## config.mk

```make
export PLATFORM = sky130hd
export DESIGN_NAME = positional_ordered_list
export DESIGN_NICKNAME = d
export VERILOG_FILES = /design/src/rtl/core/pol_pkg.sv /design/src/rtl/core/positional_ordered_list.sv /design/src/rtl/core/pol_store.sv /design/src/rtl/core/pol_seq.sv
export SDC_FILE = /design/constraint.sdc
export NUM_CORES = 1
export LEC_CHECK = 0
export BUFFER_PORTS_ARGS = -buffer_cell sky130_fd_sc_hd__buf_2
export CAP_MARGIN = 40
export CELL_PAD_IN_SITES_DETAIL_PLACEMENT = 0
export CELL_PAD_IN_SITES_GLOBAL_PLACEMENT = 1
export CORE_MARGIN = 1.5
export CORE_UTILIZATION = 35
export CTS_BUF_LIST = sky130_fd_sc_hd__clkbuf_4
export DETAILED_ROUTE_END_ITERATION = 7
export PLACE_DENSITY_LB_ADDON = 0.1
export SLEW_MARGIN = 25
export SYNTH_ARGS = -nofsm -noshare
export SYNTH_HDL_FRONTEND = slang
export SYNTH_SLANG_ARGS = --single-unit
```

## constraint.sdc

```tcl
create_clock -name clk -period 3.75 [get_ports clk]
set_input_delay 0.5625 -clock clk [delete_from_list [all_inputs] [get_ports clk]]
set_output_delay 0.5625 -clock clk [all_outputs]
set_load 0.01 [all_outputs]
```

## src/rtl/core/pol_pkg.sv

```systemverilog
package pol_pkg;

  localparam int unsigned DEPTH_DEF     = 16;
  localparam int unsigned ELEM_BITS_DEF = 32;

  localparam logic [2:0] KIND_ADD_FRONT = 3'd0;
  localparam logic [2:0] KIND_ADD_REAR  = 3'd1;
  localparam logic [2:0] KIND_REM_FRONT = 3'd2;
  localparam logic [2:0] KIND_REM_REAR  = 3'd3;
  localparam logic [2:0] KIND_INSERT_AT = 3'd4;
  localparam logic [2:0] KIND_REMOVE_AT = 3'd5;

  localparam logic [1:0] ST_OK    = 2'd0;
  localparam logic [1:0] ST_EMPTY = 2'd1;
  localparam logic [1:0] ST_RANGE = 2'd2;
  localparam logic [1:0] ST_FULL  = 2'd3;

  typedef struct packed {
    logic [2:0]  kind;
    logic [4:0]  position;
    logic [31:0] value;
  } pol_in_t;

  typedef struct packed {
    logic [1:0]  status;
    logic [31:0] removed_value;
    logic [4:0]  entry_count;
  } pol_out_t;

endpackage

```

## src/rtl/core/positional_ordered_list.sv

```systemverilog
// Channel | Dir | Handshake         | Payload
// in      | in  | in_valid/in_stall | pol_in_t  {kind, position, value}
// out     | out | out_valid/out_stall | pol_out_t {status, removed_value, entry_count}
//
// One item at a time; m = elements moved by the operation.
// Status-only items (full, empty, range, unused kind) go straight to the result.
// Add/insert moves m elements up, then writes; remove reads, then moves m down;
// each move reads then writes, as the store has a single read and single write port.
// Reset (rst_n low, synchronous) empties the list; store contents are not cleared.
// The result register frees the input side; out_stall holds it until taken.
module positional_ordered_list #(
  parameter int unsigned DEPTH     = pol_pkg::DEPTH_DEF,
  parameter int unsigned ELEM_BITS = pol_pkg::ELEM_BITS_DEF
) (
  input  logic              clk,
  input  logic              rst_n,
  input  logic              in_valid,
  output logic              in_stall,
  input  pol_pkg::pol_in_t  in_item,
  output logic              out_valid,
  input  logic              out_stall,
  output pol_pkg::pol_out_t out_item
);
  import pol_pkg::*;

  localparam int unsigned AW = (DEPTH > 1) ? $clog2(DEPTH) : 1;

  logic                 wr_en;
  logic [AW-1:0]        wr_addr;
  logic [ELEM_BITS-1:0] wr_data;
  logic [AW-1:0]        rd_addr;
  logic [ELEM_BITS-1:0] rd_data;
  logic                 res_valid;
  logic                 res_take;
  pol_out_t             res_item;
  logic                 out_valid_r;
  pol_out_t             out_item_r;

  pol_store #(
    .DEPTH     (DEPTH),
    .ELEM_BITS (ELEM_BITS)
  ) u_store (
    .clk     (clk),
    .wr_en   (wr_en),
    .wr_addr (wr_addr),
    .wr_data (wr_data),
    .rd_addr (rd_addr),
    .rd_data (rd_data)
  );

  pol_seq #(
    .DEPTH     (DEPTH),
    .ELEM_BITS (ELEM_BITS)
  ) u_seq (
    .clk       (clk),
    .rst_n     (rst_n),
    .in_valid  (in_valid),
    .in_stall  (in_stall),
    .in_item   (in_item),
    .res_valid (res_valid),
    .res_take  (res_take),
    .res_item  (res_item),
    .wr_en     (wr_en),
    .wr_addr   (wr_addr),
    .wr_data   (wr_data),
    .rd_addr   (rd_addr),
    .rd_data   (rd_data)
  );

  assign res_take = res_valid && (!out_valid_r || !out_stall);

  always_ff @(posedge clk) begin
    if (!rst_n) begin
      out_valid_r <= 1'b0;
    end else begin
      if (res_take) begin
        out_valid_r <= 1'b1;
        out_item_r  <= res_item;
      end else if (!out_stall) begin
        out_valid_r <= 1'b0;
      end
    end
  end

  assign out_valid = out_valid_r;
  assign out_item  = out_item_r;

endmodule

```

## src/rtl/core/pol_store.sv

```systemverilog
module pol_store #(
  parameter int unsigned DEPTH     = 16,
  parameter int unsigned ELEM_BITS = 32,
  localparam int unsigned AW       = (DEPTH > 1) ? $clog2(DEPTH) : 1
) (
  input  logic                 clk,
  input  logic                 wr_en,
  input  logic [AW-1:0]        wr_addr,
  input  logic [ELEM_BITS-1:0] wr_data,
  input  logic [AW-1:0]        rd_addr,
  output logic [ELEM_BITS-1:0] rd_data
);

  logic [ELEM_BITS-1:0] mem_r [DEPTH];
  logic [ELEM_BITS-1:0] rd_data_r;

  always_ff @(posedge clk) begin
    if (wr_en) begin
      mem_r[wr_addr] <= wr_data;
    end
    rd_data_r <= mem_r[rd_addr];
  end

  assign rd_data = rd_data_r;

endmodule

```

## src/rtl/core/pol_seq.sv

```systemverilog
module pol_seq #(
  parameter int unsigned DEPTH     = 16,
  parameter int unsigned ELEM_BITS = 32,
  localparam int unsigned AW       = (DEPTH > 1) ? $clog2(DEPTH) : 1
) (
  input  logic                  clk,
  input  logic                  rst_n,
  input  logic                  in_valid,
  output logic                  in_stall,
  input  pol_pkg::pol_in_t      in_item,
  output logic                  res_valid,
  input  logic                  res_take,
  output pol_pkg::pol_out_t     res_item,
  output logic                  wr_en,
  output logic [AW-1:0]         wr_addr,
  output logic [ELEM_BITS-1:0]  wr_data,
  output logic [AW-1:0]         rd_addr,
  input  logic [ELEM_BITS-1:0]  rd_data
);
  import pol_pkg::*;

  localparam int unsigned CW   = $clog2(DEPTH + 1);
  localparam int unsigned CMPW = ((CW > 5) ? CW : 5) + 1;

  typedef enum logic [2:0] {
    S_IDLE,
    S_INS_CHK,
    S_INS_WR,
    S_REM_RD,
    S_REM_CAP,
    S_SHF_CHK,
    S_SHF_WR,
    S_FIN
  } state_t;

  state_t               state_r,   state_nxt;
  logic [CW-1:0]        count_r,   count_nxt;
  logic [AW-1:0]        at_r,      at_nxt;
  logic [AW-1:0]        k_r,       k_nxt;
  logic [ELEM_BITS-1:0] val_r,     val_nxt;
  logic [ELEM_BITS-1:0] removed_r, removed_nxt;
  logic [1:0]           status_r,  status_nxt;

  logic            in_fire;
  logic [CMPW-1:0] pos_w;
  logic [CMPW-1:0] cnt_w;
  logic            is_full;

  assign in_stall = (state_r != S_IDLE);
  assign in_fire  = in_valid && !in_stall;
  assign pos_w    = CMPW'(in_item.position);
  assign cnt_w    = CMPW'(count_r);
  assign is_full  = (count_r == CW'(DEPTH));

  always_comb begin
    state_nxt   = state_r;
    count_nxt   = count_r;
    at_nxt      = at_r;
    k_nxt       = k_r;
    val_nxt     = val_r;
    removed_nxt = removed_r;
    status_nxt  = status_r;
    wr_en       = 1'b0;
    wr_addr     = k_r;
    wr_data     = rd_data;
    rd_addr     = k_r;
    unique case (state_r)
      S_IDLE: begin
        if (in_fire) begin
          val_nxt     = ELEM_BITS'(in_item.value);
          removed_nxt = '0;
          status_nxt  = ST_OK;
          k_nxt       = AW'(count_r);
          state_nxt   = S_FIN;
          case (in_item.kind)
            KIND_ADD_FRONT, KIND_ADD_REAR: begin
              if (is_full) begin
                status_nxt = ST_FULL;
              end else begin
                at_nxt    = (in_item.kind == KIND_ADD_FRONT) ? '0 : AW'(count_r);
                state_nxt = S_INS_CHK;
              end
            end
            KIND_REM_FRONT, KIND_REM_REAR: begin
              if (count_r == '0) begin
                status_nxt = ST_EMPTY;
              end else begin
                at_nxt    = (in_item.kind == KIND_REM_FRONT) ? '0 : AW'(count_r - CW'(1));
                state_nxt = S_REM_RD;
              end
            end
            KIND_INSERT_AT: begin
              if (pos_w == '0 || pos_w > cnt_w + CMPW'(1)) begin
                status_nxt = ST_RANGE;
              end else if (is_full) begin
                status_nxt = ST_FULL;
              end else begin
                at_nxt    = AW'(pos_w - CMPW'(1));
                state_nxt = S_INS_CHK;
              end
            end
            KIND_REMOVE_AT: begin
              if (pos_w == '0 || pos_w > cnt_w) begin
                status_nxt = ST_RANGE;
              end else begin
                at_nxt    = AW'(pos_w - CMPW'(1));
                state_nxt = S_REM_RD;
              end
            end
            default: begin
              status_nxt = ST_OK;
            end
          endcase
        end
      end
      S_INS_CHK: begin
        if (k_r > at_r) begin
          rd_addr   = k_r - AW'(1);
          state_nxt = S_INS_WR;
        end else begin
          wr_en     = 1'b1;
          wr_addr   = at_r;
          wr_data   = val_r;
          count_nxt = count_r + CW'(1);
          state_nxt = S_FIN;
        end
      end
      S_INS_WR: begin
        wr_en     = 1'b1;
        wr_addr   = k_r;
        wr_data   = rd_data;
        k_nxt     = k_r - AW'(1);
        state_nxt = S_INS_CHK;
      end
      S_REM_RD: begin
        rd_addr   = at_r;
        state_nxt = S_REM_CAP;
      end
      S_REM_CAP: begin
        removed_nxt = rd_data;
        k_nxt       = at_r;
        state_nxt   = S_SHF_CHK;
      end
      S_SHF_CHK: begin
        if ((AW + 1)'(k_r) + (AW + 1)'(1) < (AW + 1)'(count_r)) begin
          rd_addr   = k_r + AW'(1);
          state_nxt = S_SHF_WR;
        end else begin
          count_nxt = count_r - CW'(1);
          state_nxt = S_FIN;
        end
      end
      S_SHF_WR: begin
        wr_en     = 1'b1;
        wr_addr   = k_r;
        wr_data   = rd_data;
        k_nxt     = k_r + AW'(1);
        state_nxt = S_SHF_CHK;
      end
      S_FIN: begin
        if (res_take) begin
          state_nxt = S_IDLE;
        end
      end
      default: begin
        state_nxt = S_IDLE;
      end
    endcase
  end

  always_ff @(posedge clk) begin
    if (!rst_n) begin
      state_r <= S_IDLE;
      count_r <= '0;
    end else begin
      state_r   <= state_nxt;
      count_r   <= count_nxt;
      at_r      <= at_nxt;
      k_r       <= k_nxt;
      val_r     <= val_nxt;
      removed_r <= removed_nxt;
      status_r  <= status_nxt;
    end
  end

  assign res_valid              = (state_r == S_FIN);
  assign res_item.status        = status_r;
  assign res_item.removed_value = 32'(removed_r);
  assign res_item.entry_count   = 5'(count_r);

  a_count_bound: assert property (@(posedge clk) disable iff (!rst_n)
    count_r <= CW'(DEPTH))
    else $error("element count above depth");

  a_busy_after_accept: assert property (@(posedge clk) disable iff (!rst_n)
    in_fire |=> state_r != S_IDLE)
    else $error("sequencer idle after accepting an item");

  a_full_status: assert property (@(posedge clk) disable iff (!rst_n)
    (res_valid && status_r == ST_FULL) |-> is_full)
    else $error("full status with room left");

  a_empty_status: assert property (@(posedge clk) disable iff (!rst_n)
    (res_valid && status_r == ST_EMPTY) |-> (count_r == '0 && removed_r == '0))
    else $error("underflow status on a nonempty list");

  a_no_write_idle: assert property (@(posedge clk) disable iff (!rst_n)
    (state_r == S_IDLE || state_r == S_FIN) |-> !wr_en)
    else $error("store written outside an operation");

endmodule

```

==> out/qor.yml <==
run_status:
  outcome: "completed"
clock_tree:
  tritoncts.num_buffers: 183
  clk_latency_ps: 1010
  clockRootBuffer: "sky130_fd_sc_hd__clkbuf_4"
  cts_tree: "done"
  count_of_h_tree_levels_built_during_cts: 4
  path_clk_slew_ps: 60
  cts-root-to-sink-buffers: 3
  cts_num_sinks: 666
  post-cts-setup-buffer-count: 0
grt:
  overflow: 0
  first_global_vias: 17000
  grt_pass1_wl_um: 110000
  largest_net_degree_at_the_start_of_global_routing: 125
  antenna_found_initial: 2
  grt_usage_pct: 19.3
routing:
  routed_via_density: 5.02
  final_antenna_net_count: 0
  detailedRoute.firstIterationViolations: 1182
  drcViolationCount: 0
  route.vias.total: 16600
  routedWlPerCell_um: 22.7
  postRouteWirelength_um: 75100
  firstDrtPassIters: 7
setup_path:
  worst_ep_arrival_time_ps: 4340
  r2r.worst_path.cells: 14
  crit_path_max_fanout: 26
  required_ps: 4580
  max_stage_delay_ps: 450
  timing.critical_path.slowest_stage_cell: "sky130_fd_sc_hd__edfxtp_1"
  startpoint_type: "flip-flop"
  endpoint_kind: "flip-flop"
  worst-path-buf-inv: 3
  path_class: "reg2reg"
  path_cells: "ha_1 > xor2_1 > ha_1 > nand2_1 > o21ai_1 > o41ai_2 > buf_4 > a221o_4 > or2_4 > buf_12 > buf_4 > mux2_1 > o211ai_1 > nand4_1"
  cp.depth: 14
  crit_family: "compound AO/OA/AOI/OAI gates"
logic_synthesis:
  yosys.cell_types.count: 61
  netlist.top_cell.by_area: "sky130_fd_sc_hd__edfxtp_1"
  synth_most_common_cell: "sky130_fd_sc_hd__edfxtp_1"
  dominantRegCellSynth: "sky130_fd_sc_hd__edfxtp_1"
  post-synth-top-area-fraction_pct: 69.3
  yosys_register_bits: 666
  share_of_the_yosys_chip_area_belonging_to_registers_pct: 72.4
  netlist_top_cells_area: "sky130_fd_sc_hd__edfxtp_1 69%, sky130_fd_sc_hd__o211ai_1 7.0%, sky130_fd_sc_hd__mux2_2 3.9%"
  postSynthCellCount: 1833
  async_reset_ff_share_pct: 0
  synth_warnings: 0
  mean_instance_size_in_the_synthesized_netlist_sq_um: 14.8
  synth.top_cells.by_count: "625 x sky130_fd_sc_hd__edfxtp_1, 251 x sky130_fd_sc_hd__o211ai_1, 145 x sky130_fd_sc_hd__inv_1"
  mappedNetlistNets: 1902
  synthesis.area_sq_um: 27100
  synth_enable_flop_cells: 625
power_and_ir_drop:
  power_leakage_nw: 11.3
  power_density_nw_per_um2: 815
  max-vdd-ir-drop_v: 0.000646
timing:
  report.final.hold_viol_count: 0
  tightest_slew_ps: 802
  timing.slew.headroom_pct: 46.4
  finalCritPeriodShare_pct: 93.6
  report.final.setup_viol: 0
  slew_violations: 0
  fin_worst_hold_slack_ps: 187
  max_freq_mhz: 285
  period_needed_ps: 3510
  final_critical_path_setup_slack_ps: 239
  skew_ps: 62.6
  rsz0062_at_grt: "no"
job:
  timing.max_cap.violations: 0
finish:
  syn2layout_area_growth_pct: 20.2
  multiInputGateArea_sq_um: 6600
  finalNetCount: 2201
  layout.area.seq_sq_um: 19600
  drive_gt1_share_pct: 27.2
  instances_no_fill: 3311
  fillers: 7070
  final_util_pct: 42.7
floorplan:
  ios: 85
  die_footprint_sq_um: 79000
  placeableCoreArea_sq_um: 76200
  height_of_the_die_um: 281
  rows: 101
  initial_core_util_pct: 35.5
  floorplan.die.width_um: 281
hold_path:
  class_of_the_most_critical_hold_timing_path: "in2reg"
  hold_path_depth: 4
place:
  post-place-ws_ps: 107
  io_buffer_count: 84
  routabilityCongestion: 0.765
  dpl.cell_count: 2934
  hpwl_um: 40700
cells by family (layout without fill, tap and decap cells):
| family | count (synthesis) | in the layout | synth area share (%) |
|---|---|---|---|
| DFF | 666 | 666 | 72.4 |
| AOI/OAI and AO/OA | 455 | 455 | 11.4 |
| and+or+nand+nor | 276 | 276 | 4.90 |
| buffers and inverters | 264 | 709 | 4.10 |
| muxes | 131 | 131 | 5.60 |
| adders and majority gates | 25 | 25 | 1.16 |
| xor gates and xnor gates | 16 | 16 | 0.518 |
| other | 0 | 3 | 0 |
repair_timing:
action | in CTS | in global routing
endpoints found under the setup margin | 0 | 20
resized for setup | 0 | 3
hold endpoints to repair | 44 | 0
hold buffers | 40 | 0
report_power, final:
part | switching, W | internal, W | total (W)
Clock | 0.00302 | 0.00359 | 0.00661
Sequential | 0.000308 | 0.0102 | 0.0105
Combinational | 0.00616 | 0.00320 | 0.00936
Total | 0.00949 | 0.0170 | 0.0265
worst min-delay path: cells and delay by family:
kind / cells / cell delay [ps]
simple gates: 2 / 190
compound gates: 1 / 120
buf+inv: 1 / 170
cell type report:
cell class | instances | area share [%]
clock buffer | 278 | 6.42
inverter | 145 | 1.67
clock inverter | 53 | 0.996
multi-input combinational | 903 | 20.3
timing repair buffer | 233 | 6.43
antenna | 3 | 0.0231
tap | 1030 | 3.96
sequential | 666 | 60.2
worst paths after layout:
path                                                         from                           to  slack, ps
worst max register to register             u_seq.k_r[0]$_DFFE_PP_  u_store.rd_data[19]$_DFF_P_        240
worst min-delay path                                  in_item[38]  u_seq.status_r[1]$_DFFE_PP_        190
worst max-delay path                       u_seq.k_r[0]$_DFFE_PP_  u_store.rd_data[19]$_DFF_P_        240
worst min register to register  u_seq.removed_r[20]$_SDFFCE_PP0P_       out_item[25]$_DFFE_PP_        410
stage by stage:
step / power (W) / TNS, ps / instance area, sq um
floorplan: 0.0164 / -2010 / 27100
global placement: 0.0200 / 0 / 29600
detailed placement: 0.0201 / 0 / 29600
CTS: 0.0269 / 0 / 32500
global route: 0.0281 / 0 / 32500
finish: 0.0265 / 0 / 32500
registers in the layout (all words and copies together), names as in the netlist:
signal	count
u_seq.count_r	5
out_valid	1
u_seq.val_r	32
u_store.mem_r	512
u_seq.status_r	2
u_seq.state_r	3
u_seq.removed_r	32
u_seq.at_r	4
out_item	39
u_seq.k_r	4
u_store.rd_data	32
metal layers:
metal	track usage (%)	vias up	wire [um]
li1	-	7745	-
met1	26.0	8405	34700
met2	31.1	354	35900
met3	3.63	130	2990
met4	6.83	0	1540
met5	0	-	0
cells in the final DEF, fill, tap and decap left out, types with 4 or more instances in the layout:
cell type | synthesis | final
sky130_fd_sc_hd__edfxtp_1 | 625 | 625
sky130_fd_sc_hd__clkbuf_4 | 0 | 278
sky130_fd_sc_hd__o211ai_1 | 251 | 251
sky130_fd_sc_hd__inv_1 | 145 | 145
sky130_fd_sc_hd__o21ai_0 | 142 | 142
sky130_fd_sc_hd__nand2_1 | 124 | 124
sky130_fd_sc_hd__mux2_2 | 93 | 93
sky130_fd_sc_hd__buf_2 | 20 | 85
sky130_fd_sc_hd__buf_4 | 11 | 70
sky130_fd_sc_hd__dfxtp_1 | 41 | 41
sky130_fd_sc_hd__dlygate4sd3_1 | 0 | 40
sky130_fd_sc_hd__and2_1 | 37 | 37
sky130_fd_sc_hd__clkinv_1 | 0 | 37
sky130_fd_sc_hd__buf_12 | 0 | 34
sky130_fd_sc_hd__nand4_1 | 33 | 33
sky130_fd_sc_hd__mux2_1 | 31 | 31
sky130_fd_sc_hd__ha_1 | 25 | 25
sky130_fd_sc_hd__nor2_4 | 0 | 22
sky130_fd_sc_hd__xnor2_1 | 14 | 14
sky130_fd_sc_hd__nand3_1 | 11 | 11
sky130_fd_sc_hd__a21oi_1 | 12 | 11
sky130_fd_sc_hd__nor3_1 | 12 | 11
sky130_fd_sc_hd__nor2_1 | 32 | 10
sky130_fd_sc_hd__a22oi_1 | 8 | 8
sky130_fd_sc_hd__nor2b_1 | 6 | 6
sky130_fd_sc_hd__nand3b_1 | 5 | 5
sky130_fd_sc_hd__o21a_1 | 5 | 5
sky130_fd_sc_hd__a31oi_1 | 6 | 5
sky130_fd_sc_hd__nand2b_1 | 4 | 4
sky130_fd_sc_hd__and3_1 | 4 | 4
sky130_fd_sc_hd__mux4_2 | 4 | 4
sky130_fd_sc_hd__clkinv_4 | 0 | 4
No activity file was read; power rests on OpenSTA's default activity.
